===== config.mk =====
export PLATFORM = sky130hd
export DESIGN_NAME = dedup_work_queue_flat
export DESIGN_NICKNAME = d
export VERILOG_FILES = /design/src/sv/dwq_pkg.sv /design/src/sv/dwq_ifs.sv /design/src/sv/dwq_key_store.sv /design/src/sv/dedup_work_queue.sv /design/src/flat_wrapper.sv
export SDC_FILE = /design/constraint.sdc
export NUM_CORES = 1
export LEC_CHECK = 0
export BUFFER_PORTS_ARGS = -buffer_cell sky130_fd_sc_hd__buf_2
export CAP_MARGIN = 5
export CORE_MARGIN = 5
export CORE_UTILIZATION = 50
export DETAILED_ROUTE_END_ITERATION = 8
export PLACE_DENSITY_LB_ADDON = 0.25
export SLEW_MARGIN = 0
export SYNTH_ARGS = -nofsm -noshare
export SYNTH_HDL_FRONTEND = slang
export SYNTH_SLANG_ARGS = --single-unit

===== constraint.sdc =====
create_clock -name clk -period 4.8 [get_ports clk]
set_clock_uncertainty 0.05 [all_clocks]
set_input_delay 1.2 -clock clk [delete_from_list [all_inputs] [get_ports clk]]
set_output_delay 1.2 -clock clk [all_outputs]
set_load 0.02 [all_outputs]

===== src/sv/dwq_pkg.sv =====
// dwq_pkg: shared types and constants for the deduplicating work queue
// action and status codes, port field widths and parameter defaults
// no dependencies; compile first
package dwq_pkg;

  // field widths fixed by the channel format
  localparam int ACTION_W     = 2;
  localparam int KEY_PORT_W   = 16;
  localparam int STATUS_W     = 3;
  localparam int COUNT_PORT_W = 5;

  // parameter defaults
  localparam int DWQ_CAPACITY = 16;
  localparam int DWQ_KEY_BITS = 16;

  typedef enum logic [ACTION_W-1:0] {
    ACT_PUSH_FRONT = 2'd0,
    ACT_PUSH_BACK  = 2'd1,
    ACT_POP_FRONT  = 2'd2,
    ACT_CLEAR      = 2'd3
  } action_t;

  typedef enum logic [STATUS_W-1:0] {
    ST_ADDED   = 3'd0,
    ST_PRESENT = 3'd1,
    ST_FULL    = 3'd2,
    ST_POPPED  = 3'd3,
    ST_EMPTY   = 3'd4,
    ST_CLEARED = 3'd5
  } status_t;

  // per-cycle command to the slot store
  typedef struct packed {
    logic write;    // fill slot at write index, mark occupied
    logic vacate;   // mark slot at read index free
    logic flush;    // mark every slot free
  } dwq_slot_cmd_t;

endpackage


===== src/sv/dwq_ifs.sv =====
// dwq_ifs: valid/ready channel interfaces of the deduplicating work queue
// dwq_in_if carries requests, dwq_out_if carries results
// depends on dwq_pkg for field widths
interface dwq_in_if import dwq_pkg::*; ();
  logic                  valid;
  logic                  ready;
  logic [ACTION_W-1:0]   action;
  logic [KEY_PORT_W-1:0] key_in;

  modport source (output valid, output action, output key_in, input ready);
  modport sink   (input valid, input action, input key_in, output ready);
endinterface

interface dwq_out_if import dwq_pkg::*; ();
  logic                    valid;
  logic                    ready;
  logic [STATUS_W-1:0]     status;
  logic [KEY_PORT_W-1:0]   key_out;
  logic [COUNT_PORT_W-1:0] entry_count;

  modport source (output valid, output status, output key_out, output entry_count,
                  input ready);
  modport sink   (input valid, input status, input key_out, input entry_count,
                  output ready);
endinterface


===== src/sv/dwq_key_store.sv =====
// dwq_key_store: ring slot registers with per-slot occupied flags
// parallel key compare against occupied slots, one read port at the front
// depends on dwq_pkg
module dwq_key_store import dwq_pkg::*; #(
  parameter int CAPACITY = DWQ_CAPACITY,
  parameter int KEY_W    = DWQ_KEY_BITS,
  localparam int IDX_W   = (CAPACITY > 1) ? $clog2(CAPACITY) : 1
) (
  input  logic              clk,
  input  logic              rst_n,
  input  dwq_slot_cmd_t     cmd,
  input  logic [IDX_W-1:0]  wr_idx,
  input  logic [KEY_W-1:0]  wr_key,
  input  logic [IDX_W-1:0]  rd_idx,
  input  logic [KEY_W-1:0]  lookup_key,
  output logic              hit,
  output logic [KEY_W-1:0]  rd_key
);

  logic [KEY_W-1:0]    slot_r [CAPACITY];
  logic [CAPACITY-1:0] occ_r;
  logic [CAPACITY-1:0] occ_nxt;
  logic [CAPACITY-1:0] match;

  // compare against every occupied slot at once
  always_comb begin
    for (int i = 0; i < CAPACITY; i++) begin
      match[i] = occ_r[i] && (slot_r[i] == lookup_key);
    end
  end

  assign hit    = |match;
  assign rd_key = slot_r[rd_idx];

  always_comb begin
    occ_nxt = occ_r;
    if (cmd.flush) begin
      occ_nxt = '0;
    end else begin
      if (cmd.write) begin
        occ_nxt[wr_idx] = 1'b1;
      end
      if (cmd.vacate) begin
        occ_nxt[rd_idx] = 1'b0;
      end
    end
  end

  always_ff @(posedge clk) begin
    if (!rst_n) begin
      occ_r <= '0;
    end else begin
      occ_r <= occ_nxt;
    end
  end

  always_ff @(posedge clk) begin
    if (cmd.write) begin
      slot_r[wr_idx] <= wr_key;
    end
  end

endmodule


===== src/sv/dedup_work_queue.sv =====
// dedup_work_queue: ring queue that holds each key at most once
// in_bus requests (action, key_in) -> out_bus results (status, key_out, entry_count)
// push front/back refused as already present on a key match, or as full;
// pop front returns the key and frees it; clear empties the ring
// one request accepted per cycle while out_bus takes results; a result goes
// through the request register, then the result register; the whole compare and
// update of a beat fits between the two; unstalled, throughput is one beat a cycle
// a stalled receiver holds the result register; in_bus.ready stays high until
// the request register is also full, then drops until out_bus takes a beat
// reset (rst_n low, synchronous) empties the queue, front index goes to zero
// and both registers are emptied; slot contents are left unset until pushed
// entry_count reports the number of queued keys after the action
// key_in is taken in its low KEY_BITS bits; key_out is zero except on a pop
// depends on dwq_pkg, dwq_ifs, dwq_key_store
module dedup_work_queue import dwq_pkg::*; #(
  parameter int CAPACITY = DWQ_CAPACITY,
  parameter int KEY_BITS = DWQ_KEY_BITS
) (
  input  logic      clk,
  input  logic      rst_n,
  dwq_in_if.sink    in_bus,
  dwq_out_if.source out_bus
);

  localparam int IDX_W = (CAPACITY > 1) ? $clog2(CAPACITY) : 1;
  localparam int CNT_W = $clog2(CAPACITY + 1);
  localparam int SUM_W = CNT_W + 1;
  // stored key width: the port never carries more than KEY_PORT_W bits
  localparam int KEY_W = (KEY_BITS < KEY_PORT_W) ? KEY_BITS : KEY_PORT_W;

  // request register
  logic              req_vld_r;
  action_t           req_act_r;
  logic [KEY_W-1:0]  req_key_r;

  // queue state
  logic [IDX_W-1:0]  front_r, front_nxt;
  logic [CNT_W-1:0]  count_r, count_nxt;

  // result register
  logic                    res_vld_r;
  status_t                 res_status_r, status_nxt;
  logic [KEY_PORT_W-1:0]   res_key_r, key_out_nxt;
  logic [COUNT_PORT_W-1:0] res_count_r;

  // handshake
  logic in_beat;
  logic advance;

  // slot store hookup
  dwq_slot_cmd_t     slot_cmd;
  logic [IDX_W-1:0]  wr_idx;
  logic              hit;
  logic [KEY_W-1:0]  rd_key;

  // ring arithmetic
  logic [SUM_W-1:0]  back_sum;
  logic [IDX_W-1:0]  back_idx;
  logic [IDX_W-1:0]  front_dec;
  logic [IDX_W-1:0]  front_inc;
  logic              is_full;
  logic              is_empty;

  // request moves on when the result register is free or being emptied
  assign advance      = req_vld_r && (!res_vld_r || out_bus.ready);
  assign in_bus.ready = !req_vld_r || advance;
  assign in_beat      = in_bus.valid && in_bus.ready;

  always_ff @(posedge clk) begin
    if (!rst_n) begin
      req_vld_r <= 1'b0;
    end else if (in_beat) begin
      req_vld_r <= 1'b1;
    end else if (advance) begin
      req_vld_r <= 1'b0;
    end
  end

  always_ff @(posedge clk) begin
    if (in_beat) begin
      req_act_r <= action_t'(in_bus.action);
      req_key_r <= in_bus.key_in[KEY_W-1:0];
    end
  end

  dwq_key_store #(
    .CAPACITY (CAPACITY),
    .KEY_W    (KEY_W)
  ) u_store (
    .clk        (clk),
    .rst_n      (rst_n),
    .cmd        (slot_cmd),
    .wr_idx     (wr_idx),
    .wr_key     (req_key_r),
    .rd_idx     (front_r),
    .lookup_key (req_key_r),
    .hit        (hit),
    .rd_key     (rd_key)
  );

  // back slot is front + count, wrapped once at most
  assign back_sum  = SUM_W'(front_r) + SUM_W'(count_r);
  assign back_idx  = (back_sum >= SUM_W'(CAPACITY)) ? IDX_W'(back_sum - SUM_W'(CAPACITY))
                                                    : IDX_W'(back_sum);
  assign front_dec = (front_r == '0) ? IDX_W'(CAPACITY - 1) : front_r - 1'b1;
  assign front_inc = (front_r == IDX_W'(CAPACITY - 1)) ? '0 : front_r + 1'b1;
  assign is_full   = (count_r == CNT_W'(CAPACITY));
  assign is_empty  = (count_r == '0);

  // single-pass decode and state update for the request in the register
  always_comb begin
    front_nxt   = front_r;
    count_nxt   = count_r;
    status_nxt  = ST_CLEARED;
    key_out_nxt = '0;
    slot_cmd    = '0;
    wr_idx      = back_idx;
    case (req_act_r)
      ACT_PUSH_FRONT, ACT_PUSH_BACK: begin
        if (req_act_r == ACT_PUSH_FRONT) begin
          wr_idx = front_dec;
        end
        // a duplicate wins over full
        if (hit) begin
          status_nxt = ST_PRESENT;
        end else if (is_full) begin
          status_nxt = ST_FULL;
        end else begin
          status_nxt     = ST_ADDED;
          slot_cmd.write = advance;
          count_nxt      = count_r + 1'b1;
          if (req_act_r == ACT_PUSH_FRONT) begin
            front_nxt = front_dec;
          end
        end
      end
      ACT_POP_FRONT: begin
        if (is_empty) begin
          status_nxt = ST_EMPTY;
        end else begin
          status_nxt      = ST_POPPED;
          key_out_nxt     = KEY_PORT_W'(rd_key);
          slot_cmd.vacate = advance;
          front_nxt       = front_inc;
          count_nxt       = count_r - 1'b1;
        end
      end
      ACT_CLEAR: begin
        status_nxt     = ST_CLEARED;
        slot_cmd.flush = advance;
        front_nxt      = '0;
        count_nxt      = '0;
      end
      default: begin
        status_nxt = ST_CLEARED;
      end
    endcase
  end

  always_ff @(posedge clk) begin
    if (!rst_n) begin
      front_r <= '0;
      count_r <= '0;
    end else if (advance) begin
      front_r <= front_nxt;
      count_r <= count_nxt;
    end
  end

  // result register: loads on advance, holds while the receiver stalls
  always_ff @(posedge clk) begin
    if (!rst_n) begin
      res_vld_r <= 1'b0;
    end else if (advance) begin
      res_vld_r <= 1'b1;
    end else if (out_bus.ready) begin
      res_vld_r <= 1'b0;
    end
  end

  always_ff @(posedge clk) begin
    if (advance) begin
      res_status_r <= status_nxt;
      res_key_r    <= key_out_nxt;
      res_count_r  <= COUNT_PORT_W'(count_nxt);
    end
  end

  assign out_bus.valid       = res_vld_r;
  assign out_bus.status      = res_status_r;
  assign out_bus.key_out     = res_key_r;
  assign out_bus.entry_count = res_count_r;

`ifndef SYNTHESIS
  // count and front stay inside the ring
  a_count_range: assert property (@(posedge clk) disable iff (!rst_n)
    (count_r <= CNT_W'(CAPACITY)) && (32'(front_r) < CAPACITY))
    else $error("queue count or front index out of range");

  // an accepted push grows the queue by exactly one
  a_add_grows: assert property (@(posedge clk) disable iff (!rst_n)
    (advance && status_nxt == ST_ADDED) |=> (count_r == $past(count_r) + 1'b1))
    else $error("added push did not grow the queue by one");

  // a pop never reports a key from an empty queue
  a_pop_nonempty: assert property (@(posedge clk) disable iff (!rst_n)
    (advance && status_nxt == ST_POPPED) |-> !is_empty)
    else $error("pop reported on an empty queue");

  // clear leaves the ring empty with the front at slot zero
  a_clear_resets: assert property (@(posedge clk) disable iff (!rst_n)
    (advance && req_act_r == ACT_CLEAR) |=> (count_r == '0 && front_r == '0))
    else $error("clear did not empty the ring");
`endif

endmodule

===== src/flat_wrapper.sv =====
// flat-port wrapper written by rule: the top's interface ports become plain ports
module dedup_work_queue_flat import dwq_pkg::*;
#(
  parameter int CAPACITY = DWQ_CAPACITY,
  parameter int KEY_BITS = DWQ_KEY_BITS
)
  (clk, rst_n, in_bus_valid, in_bus_action, in_bus_key_in, in_bus_ready, out_bus_valid, out_bus_status, out_bus_key_out, out_bus_entry_count, out_bus_ready);
  dwq_in_if in_bus_i ();
  dwq_out_if out_bus_i ();
  input  logic clk;
  input  logic rst_n;
  input wire logic [$bits(in_bus_i.valid)-1:0] in_bus_valid;
  input wire logic [$bits(in_bus_i.action)-1:0] in_bus_action;
  input wire logic [$bits(in_bus_i.key_in)-1:0] in_bus_key_in;
  output wire logic [$bits(in_bus_i.ready)-1:0] in_bus_ready;
  output wire logic [$bits(out_bus_i.valid)-1:0] out_bus_valid;
  output wire logic [$bits(out_bus_i.status)-1:0] out_bus_status;
  output wire logic [$bits(out_bus_i.key_out)-1:0] out_bus_key_out;
  output wire logic [$bits(out_bus_i.entry_count)-1:0] out_bus_entry_count;
  input wire logic [$bits(out_bus_i.ready)-1:0] out_bus_ready;
  assign in_bus_i.valid = in_bus_valid;
  assign in_bus_i.action = in_bus_action;
  assign in_bus_i.key_in = in_bus_key_in;
  assign in_bus_ready = in_bus_i.ready;
  assign out_bus_valid = out_bus_i.valid;
  assign out_bus_status = out_bus_i.status;
  assign out_bus_key_out = out_bus_i.key_out;
  assign out_bus_entry_count = out_bus_i.entry_count;
  assign out_bus_i.ready = out_bus_ready;
  dedup_work_queue #(.CAPACITY(CAPACITY), .KEY_BITS(KEY_BITS)) u_core (.clk(clk), .rst_n(rst_n), .in_bus(in_bus_i), .out_bus(out_bus_i));
endmodule

# Word level (Yosys, flattened, before mapping)
# Memories as Yosys holds them, arrays and structs flattened. A register that Yosys moved wholly into a read port is not among the register bits.
# Cells that the tools add are included.
# word_totals
reg_bits	53
latchBits	0
ramBits	256
rom_bits	0
inputBits	22
out_inout_bits	26
elab_cells	122
memories	1
# mem_list
memory	depth	word_bits	read_ports	rd_clocked_by_memory_dff	write_ports	line	source
u_core.u_store.slot_r	16	16	17	1	1	dwq_key_store.sv:20	logic [KEY_W-1:0] slot_r [CAPACITY];
# op_classes
addsub	6
multipliers	0
div	0
magnitude_cmp	5
eq_ne	25
shifts	0
mux	37
bitwise_logic	5
reduce_logical	34
# ops
cell	n
$eq 16x16->1	16
$mux 16	3
$mux 4	9
$logic_and 1x1->1	20
$and 16x16->16	1
$not 16->16	1
$or 16x16->16	1
$reduce_or 16->1	1
$mux 5	3
$pmux 5 s3	1
$mux 1	14
$pmux 4 s3	1
$lt 4x5->1 const B	2
$pmux 3 s3	1
$demux 1 s4	2
$ge 4x1->1 const B	2
$sub 4x1->4 const B	2
$add 4x5->6	1
$ge 6x5->1 const B	1
$mux 3	2
$ne 2x2->1 const B	3
$reduce_or 2->1	3
$add 5x1->5 const B	1
$eq 5x5->1 const B	1
15 further kinds	20

# Longest topological paths before layout
# Gate-level depths: netlist of the first run.
# depth
word_depth	14
mapped_depth	12
ltp_nobuf	9

# Hierarchy
# Synthesis of the first run repeated with hierarchy kept, for this count alone.
# hier_totals
hier_cells	1013
hier_area_um2	15831.4
# modules_own_cells
module	instances	cells_each	area_per_inst_um2	seq_area_each_um2
dwq_key_store	1	811	13307.8	8007.7
dedup_work_queue	1	202	2523.7	1481.4

# Least setup slack after synthesis of the first run
# Ideal clock, no wire load.
# synth_timing
kind	in2reg
from	in out_bus_ready
to	mem u_core.u_store.slot_r[11][0] (netlist bit), enable pin
setup_ns	0.388
arrival_ns	3.441
required_time_ns	4.362
setup_slack_ns	0.920
cell_stages	7
path_buffers	1
cell_sequence	nor2b_1 -> nand2b_1 -> inv_1 -> and3_1 -> clkbuf_1 -> nand4b_1 -> nor2_1
# synth_via
elab_chain_cells	7
# synth_lines
element	line	source
from (decl)	flat_wrapper.sv:20	input wire logic [$bits(out_bus_i.ready)-1:0] out_bus_ready;
$logic_or 1x1->1	dedup_work_queue.sv:65	assign advance = req_vld_r && (!res_vld_r || out_bus.ready);
$logic_and 1x1->1	dedup_work_queue.sv:65	
net u_core.advance	dedup_work_queue.sv:48	logic advance;
$mux 1	dedup_work_queue.sv:126	end else if (is_full) begin
$mux 1	dedup_work_queue.sv:124	if (hit) begin
$mux 1	dedup_work_queue.sv:118	case (req_act_r)
$mux 1	dwq_key_store.sv:58	if (cmd.write) begin
$mux 1 (implied by the code)	dwq_key_store.sv:59	slot_r[wr_idx] <= wr_key;
to (decl)	dwq_key_store.sv:20	
# The timed path passes the listed nets, and every way through them passes these cells.

# Final worst setup path of the first run
# layout_timing
from	reg u_core.req_key_r[6]
to	mem u_core.u_store.slot_r[10][8] (netlist bit), enable pin
# layout_via
elab_chain_cells	7
word_cells_on_any_way	37
classes_between	16 x eq/ne; 4 x mux; 17 x reduce/logical
# layout_lines
element	line	source
from (decl)	dedup_work_queue.sv:34	logic [KEY_W-1:0] req_key_r;
from (signal assigned)	dedup_work_queue.sv:82	req_key_r <= in_bus.key_in[KEY_W-1:0];
$eq 16x16->1	dwq_key_store.sv:28	match[i] = occ_r[i] && (slot_r[i] == lookup_key);
$logic_and 1x1->1	dwq_key_store.sv:28	
$reduce_or 16->1 (*)	dwq_key_store.sv:32	assign hit = |match;
$mux 1 (*)	dedup_work_queue.sv:124	
$mux 1 (*)	dedup_work_queue.sv:118	
$mux 1 (*)	dwq_key_store.sv:58	
$mux 1 (implied by the code) (*)	dwq_key_store.sv:59	
# Every way passes the cells marked *; elsewhere a longest branch is shown, timed or not.

==> flow_summary.yaml, run 1 <==
place:
  place_hpwl_um: 29400
  io_buffers: 47
  place_congestion: 0.995
  dp_worst_setup_slack_ns: 0.533
logic_synthesis:
  synthMuxAreaShare_pct: 11.2
  synth_nets: 1119
  synth_ff_type: "edfxtp_1"
  netlist_instances: 1087
  synth-simple-area-share_pct: 6.85
  ys_seq_elements: 325
  synth-seq-area-share_pct: 58.3
  synth_fa_ha_area_share_pct: 0.815
  ys_top_cells_by_count: "edfxtp_1, xnor2_1, mux4_2, a21oi_1, nand4_1"
  syn-cell-area_um2: 16300
  yosys.area.top_type_share_pct: 55.0
  ys_types: 55
  synth_compound_area_share_pct: 4.11
  synth_top_area_cell: "edfxtp_1"
  synth-xor-area-share_pct: 14.0
  ys_warn_count: 0
  synthTopCellsByArea: "edfxtp_1, xnor2_1, mux4_2, dfxtp_1, buf_12"
  synth.most_common_cell: "edfxtp_1"
  synth_edf_count: 298
  synth_top_family_by_area: "XOR/XNOR gates"
  synth-async-reset-ratio_pct: 0
  postSynthAreaPerCell_um2: 15.0
global_routing:
  grt_pass1_vias: 9452
  antenna_found_initial: 1
  grt_pass1_wl_um: 63000
  grt-ovfl-total: 0
  grt_max_degree: 57
  grt_use_total_pct: 23.3
power_and_ir_drop:
  power_leakage_nw: 5.54
  switching_share_pct: 23.8
  intPower_mw: 4.96
  p_seq_share_pct: 49.0
  vdd_ir_drop_max_uv: 193
  p_sw_mw: 1.55
  powerDensity_nw_per_um2: 362
  clkPwrFrac_pct: 40.9
  combPwrFrac_pct: 10.1
routing:
  routed_via_density: 6.00
  drtIter0Drc: 955
  routed_wirelength_um: 42000
  dr.pass1.iters: 5
  vias: 9674
  antenna_left: 0
  post-route-drc-count: 0
  wire_per_inst_um: 26.1
finish:
  ff_latch_area_um2: 9500
  multi_input_area_um2: 6020
  nets: 1174
  drive_above_1_share_pct: 19.6
  num_antenna_cells: 0
  nFillCells: 2613
  syn_to_final_growth_pct: 10.7
floorplanning:
  io_pins: 48
  dieArea_um2: 36200
  rows: 66
  die_w_um: 190
  start_util_pct: 50.3
  fp.dieH_um: 190
  coreArea_um2: 32400
timing:
  worstMarginPinSlew_ns: 1.27
  setup_slack_ns: 0.487
  finalCritPeriodShare_pct: 89.8
  min_period_ns: 4.31
  rsz0062_at_grt: "no"
  max_freq_ghz: 0.232
  fin_setup_tns_ns: 0
  hold_viol_final: 0
  maxSlewViolCount: 0
  setup_viol_count_final: 0
  slew_headroom_pct: 15.3
worst_setup_path:
  cp_top_family: "simple AND/OR/NAND/NOR gates"
  endpoint_kind: "register"
  slowest_stage: "nor2_1"
  r2r_cells: 9
  critical_path_buf_inv_count: 1
  ff2ff_setup_slack_ns: 0.49
  critPathMaxFanout: 16
  crit_required_ns: 4.87
  max_stage_delay_ns: 1.07
  cp-start-kind: "register"
  rr_startpoint: "u_core.req_key_r[6]"
  cp.arrival_ns: 4.38
  cp_cell_sequence: "buf_4 -> xnor2_1 -> nand4_1 -> nor4_1 -> a32oi_1 -> and4_1 -> nand2_4 -> nand4b_1 -> nor2_1"
  r2r-end: "u_core.u_store.slot_r[10][8]"
  worst-setup-path-type: "reg2reg"
flow_run:
  timing.max_cap.violations: 0
cts:
  cts.path.max_buffers: 3
  clk_latency_ns: 0.53
  cts-root-buf: "clkbuf_16"
  cts_sinks: 325
  path_clk_slew_ns: 0.06
  cts_resized: 0
  cts_tree: "built"
  hold_buffers: 0
  cts_setup_buffers: 0
  cts_buffers: 36
  h-tree-depth: 2
worst_hold_path:
  min_from: "u_core.u_store.occ_r[8]"
  hold_path_depth: 2
  hp-class: "reg2reg"
  hold-path-endpoint: "u_core.u_store.occ_r[8]"
status:
  outcome: "finished clean"
## sequential cells by signal, indices dropped and copies added, names as in the netlist
name and count:
u_core.u_store.slot_r 256, u_core.out_bus.entry_count 5, u_core.count_r 5, u_core.req_act_r 2, u_core.u_store.occ_r 16, u_core.req_vld_r 1, u_core.front_r 4, u_core.out_bus.status 3
u_core.req_key_r 16, u_core.out_bus.key_out 16, u_core.out_bus.valid 1
## cells by family after synthesis
logic type / after synthesis
adders and majority gates: 10
DFF: 325
and+or+nand+nor: 201
AOI/OAI and AO/OA: 112
xor gates and xnor gates: 261
muxes: 82
buffers and inverters: 96
## worst register-to-register path, stage by stage (launching register included)
cell and delay [ns]:
edfxtp_1 0.85, buf_4 0.31, xnor2_1 0.09, nand4_1 0.09, nor4_1 0.07, a32oi_1 0.26, and4_1 0.56, nand2_4 0.13
nand4b_1 0.43, nor2_1 1.08
## layout by cell type, fill, tap and decap left out, types with 4 or more instances in the layout
cell type	n
edfxtp_1	298
xnor2_1	251
mux4_2	80
a21oi_1	50
nand4_1	49
buf_2	47
nor2_1	45
clkbuf_16	38
buf_4	30
o21ai_0	25
dfxtp_1	25
inv_1	24
nand3_1	23
nor4_1	21
and3_1	18
nand2_1	17
buf_12	12
xor2_1	10
ha_1	9
a32oi_1	8
clkinv_2	8
clkbuf_1	7
a31oi_1	5
nand4b_1	5
clkinv_1	5
o21a_1	4
## layer usage
| layer | GRT usage (%) | up-vias | part of all wire [%] |
|---|---|---|---|
| met2 | 34.3 | 490 | 44 |
| met4 | 7.43 | 0 | 3.3 |
| met3 | 4.27 | 76 | 9.0 |
| li1 | - | 4247 | - |
| met1 | 35.4 | 4861 | 44 |
| met5 | 0 | - | 0 |
## stage by stage
stage / utilization, % / instance area (um^2) / power [mW] / cells / hold WS (ns)
2_1_floorplan: - / 16300 / 3.71 / 1087 / 0.383
3_3_place_gp: 52.1 / 16900 / 3.90 / 1545 / 0.393
3_5_place_dp: 52.1 / 16900 / 3.90 / 1545 / 0.400
4_1_cts: 55.6 / 18000 / 6.55 / 1610 / 0.408
5_1_grt: 55.6 / 18000 / 6.71 / 1611 / 0.436
6_report: 55.6 / 18000 / 6.51 / 1611 / 0.409
## layout make-up
type	count	share of cell area (%)
Clock buffer	48	5.66
Timing Repair Buffer	89	3.89
Multi-Input combinational cell	666	33.5
Inverter	24	0.500
Tap cell	442	3.07
Sequential cell	325	52.7
Clock inverter	17	0.674
## power by group through the flow
stage / Sequential (mW) / Clock, mW / Combinational [mW]
floorplan: 3.25 / 0 / 0.466
global placement: 3.25 / 0 / 0.649
detailed placement: 3.25 / 0 / 0.652
CTS: 3.19 / 2.71 / 0.654
global route: 3.19 / 2.82 / 0.700
finish: 3.19 / 2.66 / 0.658
## worst max-delay path by stage
stage,start,to,slack [ns],cells past startpoint
3_3_place_gp,u_core.req_key_r[6],u_core.u_store.slot_r[10][10],0.70,9
2_1_floorplan,out_bus_ready,u_core.u_store.slot_r[11][0],0.92,7
5_1_grt,u_core.req_key_r[6],u_core.u_store.slot_r[10][0],0.32,9
3_5_place_dp,u_core.req_key_r[6],u_core.u_store.slot_r[10][10],0.53,9
4_1_cts,u_core.req_key_r[6],u_core.u_store.slot_r[10][0],0.52,9
6_report,u_core.req_key_r[6],u_core.u_store.slot_r[10][8],0.49,9
No activity file was read; power rests on OpenSTA's default activity.
==> run 2: changes to the inputs <==
Settings changed: RECOVER_POWER set to 50.
==> run 2 against run 1 <==
Compared with the run above: the run now ends with capacitance limit, slew limit left; critical path depth unchanged; fmax shrank 1.6%; worst setup slack got worse by 0.071 ns; core utilization down 0.062 points; hold slack improved by 0.0055 ns; largest cell class unchanged; highest routed layer unchanged.
==> flow_summary.yaml, run 2 (synthesis results as in run 1) <==
status:
  outcome: "complete, but fails checks"
  violations: "capacitance limit, slew limit"
timing:
  rsz0062_at_grt: "no"
  setup_viol_count_final: 0
  slew_headroom_pct: -0.404
  maxSlewViolCount: 19
  min_period_ns: 4.38
  hold_viol_final: 0
  worstMarginPinSlew_ns: 1.51
  max_freq_ghz: 0.228
  finalCritPeriodShare_pct: 91.3
  holdWs_ns: 0.415
  fin_setup_tns_ns: 0
global_routing:
  grt_pass1_wl_um: 63000
  grt_use_total_pct: 23.3
  grt-ovfl-total: 0
  grt_pass1_vias: 9452
  antenna_found_initial: 1
  grt_max_degree: 57
worst_setup_path:
  worst-setup-path-type: "reg2reg"
  rr_startpoint: "u_core.req_key_r[15]"
  r2r-end: "u_core.u_store.slot_r[10][8]"
  cp_cell_sequence: "clkbuf_1 -> xnor2_1 -> nand4_1 -> nor4_1 -> a32oi_1 -> and4_1 -> nand2_4 -> nand4b_1 -> nor2_1"
  critPathMaxFanout: 16
  r2r_cells: 9
  slowest_stage: "nor2_1"
  critical_path_buf_inv_count: 1
  cp-start-kind: "register"
  max_stage_delay_ns: 1.07
  endpoint_kind: "register"
  cp_top_family: "simple AND/OR/NAND/NOR gates"
  ff2ff_setup_slack_ns: 0.42
  crit_required_ns: 4.87
  cp.depth: 9
  cp.arrival_ns: 4.45
floorplanning:
  fp.dieH_um: 190
  start_util_pct: 50.3
  die_w_um: 190
  dieArea_um2: 36200
  io_pins: 48
  rows: 66
  coreArea_um2: 32400
routing:
  wire_per_inst_um: 26.1
  routed_via_density: 6.02
  drtIter0Drc: 911
  vias: 9701
  dr.pass1.iters: 5
  post-route-drc-count: 0
  antenna_left: 0
  routed_wirelength_um: 42100
power_and_ir_drop:
  total_power_mw: 6.51
  vdd_ir_drop_max_uv: 193
  power_leakage_nw: 5.51
  powerDensity_nw_per_um2: 362
cts:
  cts_buffers: 36
  clk_latency_ns: 0.53
  cts_sinks: 325
  path_clk_slew_ns: 0.06
  cts_tree: "built"
  cts_setup_buffers: 0
  hold_buffers: 0
  cts_resized: 0
  cts.path.max_buffers: 3
  cts-root-buf: "clkbuf_16"
  h-tree-depth: 2
finish:
  drive_above_1_share_pct: 18.7
  layout_commonest_cell: "edfxtp_1"
  syn_to_final_growth_pct: 10.5
  final_cell_mix: "edfxtp_1, xnor2_1, mux4_2, a21oi_1, nand4_1"
  nets: 1174
  largest_reg_flops: 256
  largest-register: "u_core.u_store.slot_r"
  num_antenna_cells: 0
place:
  place_congestion: 0.995
  io_buffers: 47
  place_hpwl_um: 29400
worst_hold_path:
  min_from: "u_core.u_store.occ_r[9]"
  hold-path-endpoint: "u_core.u_store.occ_r[9]"
  hold_path_depth: 2
  hp-class: "reg2reg"
flow_run:
  timing.max_cap.violations: 1
[run 2: metal layers]
layer	up-vias	track usage, %	wire [um]	part of all wire [%]
met5	-	0	0	0
met4	0	7.43	1400	3.3
met3	82	4.27	3860	9.2
met2	495	34.3	18500	44
met1	4884	35.4	18300	43
li1	4240	-	-	-
[run 2: final cells by class]
type,instances,area (um^2)
clock buffer,48,1020
clock inverter,17,121
fill,2619,14400
inverter,24,90.1
multi-input combinational,666,6020
sequential,325,9500
tap,442,553
timing repair buffer,89,681
[run 2: power breakdown]
part	switching (mW)	internal, mW	total (mW)
combinational	0.386	0.269	0.655
sequential	0.0512	3.14	3.19
clock	1.11	1.55	2.66
[run 2: worst max-delay path by stage]
stage | endpoint | start
floorplan | u_core.u_store.slot_r[11][0] | out_bus_ready
global placement | u_core.u_store.slot_r[10][10] | u_core.req_key_r[6]
detailed placement | u_core.u_store.slot_r[10][10] | u_core.req_key_r[6]
CTS | u_core.u_store.slot_r[10][0] | u_core.req_key_r[6]
global route | u_core.u_store.slot_r[10][0] | u_core.req_key_r[15]
finish | u_core.u_store.slot_r[10][8] | u_core.req_key_r[15]
[run 2: metrics by stage]
stage	utilization, %	instances	setup slack, ns	area, um^2
global route	55.6	1611	0.170	18000
detailed placement	52.1	1545	0.533	16900
floorplan	-	1087	0.920	16300
finish	55.6	1611	0.416	18000
global placement	52.1	1545	0.697	16900
CTS	55.6	1610	0.517	18000
[run 2: tightest hold or removal path: stages, from the launching register on]
cell and delay, ns:
dfxtp_1 0.31, inv_1 0.06, a21oi_1 0.05
